==> config.mk <==
export PLATFORM = sky130hd
export DESIGN_NAME = sklt_list_ctrl
export DESIGN_NICKNAME = d
export VERILOG_FILES = /design/src/hw/rtl/sklt_pkg.sv /design/src/hw/rtl/sklt_list_ctrl.sv
export VERILOG_INCLUDE_DIRS = /design/src /design/src/hw/rtl
export SDC_FILE = /design/constraint.sdc
export NUM_CORES = 1
export LEC_CHECK = 0
export ABC_AREA = 0
export BUFFER_PORTS_ARGS = -buffer_cell sky130_fd_sc_hd__buf_2
export CORE_MARGIN = 3
export CORE_UTILIZATION = 60
export DETAILED_ROUTE_END_ITERATION = 8
export HOLD_SLACK_MARGIN = 0.02
export PLACE_DENSITY = 0.85
export SLEW_MARGIN = 30
export SYNTH_ARGS = -nofsm -noshare
export SYNTH_HDL_FRONTEND = slang
export SYNTH_SLANG_ARGS = --single-unit
==> constraint.sdc <==
create_clock -name clk -period 9 [get_ports clk]
set_clock_uncertainty 0.15 [all_clocks]
set_input_delay 0.45 -clock clk [delete_from_list [all_inputs] [get_ports clk]]
set_output_delay 0.45 -clock clk [all_outputs]
set_load 0.01 [all_outputs]
==> src/hw/rtl/sorted_key_record_table_assert.svh <==
// ----------------------------------------------------------------------------
// sorted key record table assertion macros
// concurrent assertion wrappers on clk with synchronous active-low rst_n
// ----------------------------------------------------------------------------
`ifndef SORTED_KEY_RECORD_TABLE_ASSERT_SVH
`define SORTED_KEY_RECORD_TABLE_ASSERT_SVH

`ifndef SYNTHESIS
`define SKLT_ASSERT_IMPL(label, ante, cons) \
  label: assert property (@(posedge clk) disable iff (!rst_n) (ante) |-> (cons)) \
    else $error("sklt assertion failed");
`define SKLT_ASSERT_NEXT(label, ante, cons) \
  label: assert property (@(posedge clk) disable iff (!rst_n) (ante) |=> (cons)) \
    else $error("sklt assertion failed");
`else
`define SKLT_ASSERT_IMPL(label, ante, cons)
`define SKLT_ASSERT_NEXT(label, ante, cons)
`endif

`endif

==> src/hw/rtl/sklt_pkg.sv <==
`timescale 1ns / 1ps
// ----------------------------------------------------------------------------
// sklt_pkg
// shared types, codes and the name packing function of the record table
// ----------------------------------------------------------------------------
package sklt_pkg;

  localparam int NAME_LEN  = 19;
  localparam int NAME_BITS = 8 * NAME_LEN;
  localparam int KEY_W     = 32;

  typedef logic [NAME_BITS-1:0] name_t;

  typedef struct packed {
    name_t first;
    name_t last;
  } name_pair_t;

  typedef enum logic [1:0] {
    ACT_INSERT = 2'd0,
    ACT_REMOVE = 2'd1,
    ACT_LOOKUP = 2'd2
  } act_t;

  typedef struct packed {
    logic ok;
    logic table_empty;
    logic hit;
  } res_t;

  // bytes after the first zero byte are forced to zero
  function automatic name_t pack_name(input name_t raw);
    name_t r;
    logic  alive;
    alive = 1'b1;
    for (int i = 0; i < NAME_LEN; i++) begin
      alive       = alive & (|raw[8*i +: 8]);
      r[8*i +: 8] = alive ? raw[8*i +: 8] : 8'h00;
    end
    return r;
  endfunction

endpackage

==> src/hw/rtl/sklt_list_ctrl.sv <==
`timescale 1ns / 1ps
`include "sorted_key_record_table_assert.svh"
// ----------------------------------------------------------------------------
// sklt_list_ctrl
// sorted linked list of record slots: node memory (key, next), list walk,
// link and unlink, free slot list and command sequencing
// ----------------------------------------------------------------------------
module sklt_list_ctrl #(
  parameter int CAPACITY = 16,
  parameter int AW       = 4,
  parameter int CW       = 5
) (
  input  logic               clk,
  input  logic               rst_n,
  input  logic               in_valid,
  output logic               in_ready,
  input  logic [1:0]         action,
  input  logic signed [31:0] key,
  output logic               name_we,
  output logic [AW-1:0]      name_waddr,
  output logic               name_re,
  output logic [AW-1:0]      name_raddr,
  output logic               res_valid,
  input  logic               res_ready,
  output sklt_pkg::res_t     res
);
  import sklt_pkg::*;

  localparam int NW = KEY_W + AW;

  typedef enum logic [2:0] {
    ST_IDLE,
    ST_POP,
    ST_SEARCH,
    ST_LINK,
    ST_FREE,
    ST_RESP
  } state_t;

  state_t             state_r, state_nxt;
  logic [AW-1:0]      head_r, head_nxt;
  logic [AW-1:0]      free_head_r, free_head_nxt;
  logic [CW-1:0]      count_r, count_nxt;
  logic [CW-1:0]      fresh_r, fresh_nxt;
  logic [CW-1:0]      idx_r, idx_nxt;
  act_t               act_r, act_nxt;
  logic signed [31:0] key_r, key_nxt;
  logic [AW-1:0]      slot_r, slot_nxt;
  logic               slot_fresh_r, slot_fresh_nxt;
  logic [AW-1:0]      prev_r, prev_nxt;
  logic               prev_valid_r, prev_valid_nxt;
  logic signed [31:0] prev_key_r, prev_key_nxt;
  logic [AW-1:0]      cur_r, cur_nxt;
  logic               ok_r, ok_nxt;
  logic               hit_r, hit_nxt;

  logic [NW-1:0]      node_mem [CAPACITY];
  logic [NW-1:0]      nd_rdata_r;
  logic               nd_re, nd_we;
  logic [AW-1:0]      nd_raddr, nd_waddr;
  logic [NW-1:0]      nd_wdata;

  logic signed [31:0] rd_key;
  logic [AW-1:0]      rd_next;
  logic               free_avail, full, in_list;

  assign rd_key     = $signed(nd_rdata_r[KEY_W-1:0]);
  assign rd_next    = nd_rdata_r[NW-1:KEY_W];
  assign free_avail = fresh_r > count_r;
  assign full       = count_r == CW'(CAPACITY);
  assign in_list    = idx_r < count_r;

  assign in_ready  = state_r == ST_IDLE;
  assign res_valid = state_r == ST_RESP;
  assign res       = '{ok: ok_r, table_empty: count_r == '0, hit: hit_r};

  always_comb begin
    state_nxt      = state_r;
    head_nxt       = head_r;
    free_head_nxt  = free_head_r;
    count_nxt      = count_r;
    fresh_nxt      = fresh_r;
    idx_nxt        = idx_r;
    act_nxt        = act_r;
    key_nxt        = key_r;
    slot_nxt       = slot_r;
    slot_fresh_nxt = slot_fresh_r;
    prev_nxt       = prev_r;
    prev_valid_nxt = prev_valid_r;
    prev_key_nxt   = prev_key_r;
    cur_nxt        = cur_r;
    ok_nxt         = ok_r;
    hit_nxt        = hit_r;
    nd_re          = 1'b0;
    nd_raddr       = head_r;
    nd_we          = 1'b0;
    nd_waddr       = slot_r;
    nd_wdata       = {cur_r, key_r};
    name_we        = 1'b0;
    name_waddr     = fresh_r[AW-1:0];
    name_re        = 1'b0;
    name_raddr     = cur_r;

    case (state_r)
      ST_IDLE: begin
        if (in_valid) begin
          act_nxt        = act_t'(action);
          key_nxt        = key;
          prev_valid_nxt = 1'b0;
          cur_nxt        = head_r;
          idx_nxt        = '0;
          ok_nxt         = 1'b0;
          hit_nxt        = 1'b0;
          case (act_t'(action))
            ACT_INSERT: begin
              if (full) begin
                state_nxt = ST_RESP;
              end else begin
                slot_nxt       = free_avail ? free_head_r : fresh_r[AW-1:0];
                slot_fresh_nxt = !free_avail;
                name_we        = 1'b1;
                name_waddr     = free_avail ? free_head_r : fresh_r[AW-1:0];
                nd_re          = 1'b1;
                nd_raddr       = free_avail ? free_head_r : head_r;
                state_nxt      = free_avail ? ST_POP : ST_SEARCH;
              end
            end
            ACT_REMOVE, ACT_LOOKUP: begin
              nd_re     = 1'b1;
              nd_raddr  = head_r;
              state_nxt = ST_SEARCH;
            end
            default: begin
              state_nxt = ST_RESP;
            end
          endcase
        end
      end

      ST_POP: begin
        free_head_nxt = rd_next;
        nd_re         = 1'b1;
        nd_raddr      = head_r;
        state_nxt     = ST_SEARCH;
      end

      ST_SEARCH: begin
        if (in_list && (rd_key < key_r)) begin
          prev_nxt       = cur_r;
          prev_key_nxt   = rd_key;
          prev_valid_nxt = 1'b1;
          cur_nxt        = rd_next;
          idx_nxt        = idx_r + 1'b1;
          nd_re          = 1'b1;
          nd_raddr       = rd_next;
        end else begin
          state_nxt = ST_RESP;
          case (act_r)
            ACT_INSERT: begin
              nd_we     = 1'b1;
              nd_waddr  = slot_r;
              nd_wdata  = {cur_r, key_r};
              state_nxt = ST_LINK;
            end
            ACT_REMOVE: begin
              if (in_list && (rd_key == key_r)) begin
                if (prev_valid_r) begin
                  nd_we    = 1'b1;
                  nd_waddr = prev_r;
                  nd_wdata = {rd_next, prev_key_r};
                end else begin
                  head_nxt = rd_next;
                end
                state_nxt = ST_FREE;
              end
            end
            ACT_LOOKUP: begin
              if (in_list && (rd_key == key_r)) begin
                name_re    = 1'b1;
                name_raddr = cur_r;
                ok_nxt     = 1'b1;
                hit_nxt    = 1'b1;
              end
            end
            default: begin
              ok_nxt = 1'b0;
            end
          endcase
        end
      end

      ST_LINK: begin
        if (prev_valid_r) begin
          nd_we    = 1'b1;
          nd_waddr = prev_r;
          nd_wdata = {slot_r, prev_key_r};
        end else begin
          head_nxt = slot_r;
        end
        count_nxt = count_r + 1'b1;
        if (slot_fresh_r) begin
          fresh_nxt = fresh_r + 1'b1;
        end
        ok_nxt    = 1'b1;
        state_nxt = ST_RESP;
      end

      ST_FREE: begin
        nd_we         = 1'b1;
        nd_waddr      = cur_r;
        nd_wdata      = {free_head_r, key_r};
        free_head_nxt = cur_r;
        count_nxt     = count_r - 1'b1;
        ok_nxt        = 1'b1;
        state_nxt     = ST_RESP;
      end

      ST_RESP: begin
        if (res_ready) begin
          state_nxt = ST_IDLE;
        end
      end

      default: begin
        state_nxt = ST_IDLE;
      end
    endcase
  end

  always_ff @(posedge clk) begin
    if (!rst_n) begin
      state_r      <= ST_IDLE;
      head_r       <= '0;
      free_head_r  <= '0;
      count_r      <= '0;
      fresh_r      <= '0;
      idx_r        <= '0;
      act_r        <= ACT_INSERT;
      slot_fresh_r <= 1'b0;
      prev_valid_r <= 1'b0;
      ok_r         <= 1'b0;
      hit_r        <= 1'b0;
    end else begin
      state_r      <= state_nxt;
      head_r       <= head_nxt;
      free_head_r  <= free_head_nxt;
      count_r      <= count_nxt;
      fresh_r      <= fresh_nxt;
      idx_r        <= idx_nxt;
      act_r        <= act_nxt;
      slot_fresh_r <= slot_fresh_nxt;
      prev_valid_r <= prev_valid_nxt;
      ok_r         <= ok_nxt;
      hit_r        <= hit_nxt;
    end
    key_r      <= key_nxt;
    slot_r     <= slot_nxt;
    prev_r     <= prev_nxt;
    prev_key_r <= prev_key_nxt;
    cur_r      <= cur_nxt;
  end

  // node memory
  always_ff @(posedge clk) begin
    if (nd_we) begin
      node_mem[nd_waddr] <= nd_wdata;
    end
    if (nd_re) begin
      nd_rdata_r <= node_mem[nd_raddr];
    end
  end

  `SKLT_ASSERT_IMPL(a_count_cap, 1'b1, count_r <= CW'(CAPACITY))
  `SKLT_ASSERT_IMPL(a_count_fresh, 1'b1, count_r <= fresh_r)
  `SKLT_ASSERT_NEXT(a_accept_busy, in_valid && in_ready, state_r != ST_IDLE)
  `SKLT_ASSERT_NEXT(a_count_hold, state_r != ST_LINK && state_r != ST_FREE, $stable(count_r))

endmodule

==> flow_metrics.py <==
metrics = {
    "synthesis": {
        "ys_async_sr_fraction_pct": 0,
        "ys.warnings.count": 0,
        "synth_seq_area_share_pct": 72.4,
        "yosys-top-cells-count": "edfxtp_1 (688), mux2_2 (224), a22oi_1 (108)",
        "ys_types": 70,
        "ys.flop_type": "edfxtp_1",
        "synth.area.top_cells": "edfxtp_1 (70%), mux2_2 (8.6%), a22oi_1 (2.8%), mux2i_1 (2.7%), dfxtp_1 (2.2%)",
        "ys_seq_elements": 720,
        "postSynthCellCount": 1783,
        "syn_avg_cell_area_sq_um": 16.5,
        "netlist_area_sq_mm": 0.0294,
        "syn-num-nets": 1870,
        "post-synth-top-count-cell": "edfxtp_1",
        "yosys.area.top_type_share_pct": 70.2,
        "synth_edf_count": 688,
        "yosysTopAreaCell": "edfxtp_1",
    },
    "cts": {
        "clk_latency_ns": 0.62,
        "clock_sinks": 720,
        "clockRootBuffer": "clkbuf_16",
        "clk_pin_slew_ns": 0.06,
        "cts_buffers": 70,
        "cts_tree": "built",
        "cts_buffer_depth": 3,
        "cts_resized": 0,
        "htree_levels": 3,
    },
    "global_route": {
        "overflow": 0,
        "grt_pass1_vias": 16900,
        "grt_max_degree": 154,
        "grt_pass1_wl_um": 110000,
        "antenna_found_initial": 1,
        "grt_usage_pct": 29.5,
    },
    "floorplanning": {
        "die-area_sq_mm": 0.0518,
        "die_y_um": 228,
        "rows": 80,
        "die_w_um": 228,
        "io_pins": 53,
        "design.core.area_sq_mm": 0.0481,
        "initial_core_util_pct": 61.1,
    },
    "cells_and_area": {
        "final_cell_count_no_fill": 2625,
        "antenna_cells": 0,
        "fin_nets": 2002,
        "syn_to_final_growth_pct": 14.7,
        "utilization_pct": 70.2,
        "layout-drive-gt1-share_pct": 24.9,
    },
    "sta": {
        "tightest_slew_ns": 1.01,
        "rsz0062_at_grt": "false",
        "hold_viol_final": 0,
        "max_freq_mhz": 159,
        "slew_viol_final": 0,
        "fin_crit_sh_pct": 69.8,
        "setup-tns-final_ns": 0,
        "setup_viol": 0,
        "whs_ns": 0.226,
        "period_needed_ns": 6.28,
        "slew_headroom_pct": 32.9,
    },
    "place": {
        "gp_congestion": 0.922,
        "numPortBuffers": 52,
        "dp.final_hpwl_um": 47500,
        "placedCellCount": 2463,
    },
    "setup_path": {
        "required_ns": 9.14,
        "startpoint_type": "flop",
        "cp.arrival_ns": 6.42,
        "criticalPathCategory": "reg -> reg",
        "cp-end-kind": "flop",
        "crit_path_max_fanout": 69,
        "reg2reg_slack_ns": 2.72,
    },
    "outcome": {
        "status": "complete, no violations",
    },
    "drt": {
        "postRouteAntennaNets": 0,
        "remaining_drc_errors": 0,
        "via_per_inst": 6.66,
        "drt_iter0_drc": 2553,
        "firstDrtPassIters": 5,
        "wl_um": 74900,
        "avgRoutedWirePerCell_um": 28.5,
        "vias": 17500,
    },
    "worst_hold_path": {
        "min_path_type": "in -> reg",
    },
    "pwr": {
        "peakVddDrop_mv": 0.188,
        "p_per_area_mw_per_mm2": 294,
        "cellLeakagePower_uw": 0.0111,
    },
    "job": {
        "maxCapViolations": 0,
    },
}
state kept, by name (all words and copies together) (netlist names):
signal	count
ok_r	1
free_head_r	4
count_r	5
cur_r	4
prev_valid_r	1
idx_r	5
key_r	32
slot_fresh_r	1
state_r	3
head_r	4
prev_r	4
nd_rdata_r	36
act_r	2
node_mem	576
fresh_r	5
prev_key_r	32
hit_r	1
slot_r	4
final timing paths:
path            startpoint              end  cells past startpoint
max              key_r[19]  node_mem[15][9]                     14
min              res_ready       state_r[0]                      3
max reg2reg      key_r[19]  node_mem[15][9]                     14
min reg2reg  nd_rdata_r[2]    prev_key_r[2]                      0
through the flow:
step                      worst slack [ns]  instance area, sq um  power, uW
after global routing                  2.58                 33800      10300
after global placement                2.31                 30600       6730
final                                 2.72                 33800       9940
after detailed placement              2.98                 31000       6870
after floorplan                       3.91                 29400       5920
after CTS                             2.92                 33700       9900
logic make-up after synthesis:
family	after synthesis	share of synthesized area (%)
flip-flops	720	72.4
AO/OA/AOI/OAI	302	7.54
multiplexers	302	11.2
AND/OR/NAND/NOR	261	4.38
buffers and inverters	141	2.16
adder cells (fa/ha/maj)	49	2.11
XOR/XNOR	8	0.238
area by class of cell:
| cell class | instances | area [sq um] |
|---|---|---|
| clock buffer | 84 | 1830 |
| clock inverter | 42 | 542 |
| fill | 2855 | 14400 |
| inverter | 58 | 223 |
| multi-input combinational | 922 | 7710 |
| sequential | 720 | 21300 |
| tap | 656 | 821 |
| timing repair buffer | 143 | 1360 |
routing by layer:
layer  GRT usage, %  share of wire [%]
met1           40.2                 37
met2           47.8                 48
met3           5.64                 10
met4           11.6                4.4
met5              0              0.015
worst max-delay path, cell delays in order, from the launching register on:
cell and delay [ns]:
edfxtp_1 0.33, inv_1 0.08, ha_1 0.32, nand2_1 0.08, nor2_1 0.40, nor4b_2 0.78
o31ai_1 0.39, nand4b_1 0.53, a31o_2 0.27, and3_2 0.17, buf_4 0.67, a221o_1 0.33
nand3_1 0.33, nor2_4 0.64, buf_4 0.41
report_power, final:
part           internal, uW  switching, uW  total (uW)
logic                   779           1670        2450
registers              4280            169        4450
clock network          1780           1260        3040
placed cells by master (no fill, tap or decap), types with 6 or more instances in the layout:
master,count
clkbuf_16,71
a221oi_1,7
dlygate4sd3_1,35
clkinv_2,11
ha_1,48
buf_4,38
o22a_1,37
nand4_1,50
inv_1,54
nand2_1,72
o21ai_1,26
a22oi_1,108
a21oi_1,35
and2_1,6
bufinv_16,11
edfxtp_1,688
clkbuf_1,13
o21ai_0,16
o21ai_2,8
a21o_1,11
nor2_4,20
dfxtp_1,32
o211ai_1,7
and3_1,7
clkinv_1,12
mux2_2,224
nor3_1,9
mux2i_1,78
nand3_1,17
buf_16,15
nor2_1,50
buf_2,52
what timing repair did:
action                                  CTS  global route
endpoints found under the setup margin    0             0
hold endpoints to repair                 38             0
hold buffers                             35             0
buffers inserted                          0             0
Power figures use the tool's default switching activity.
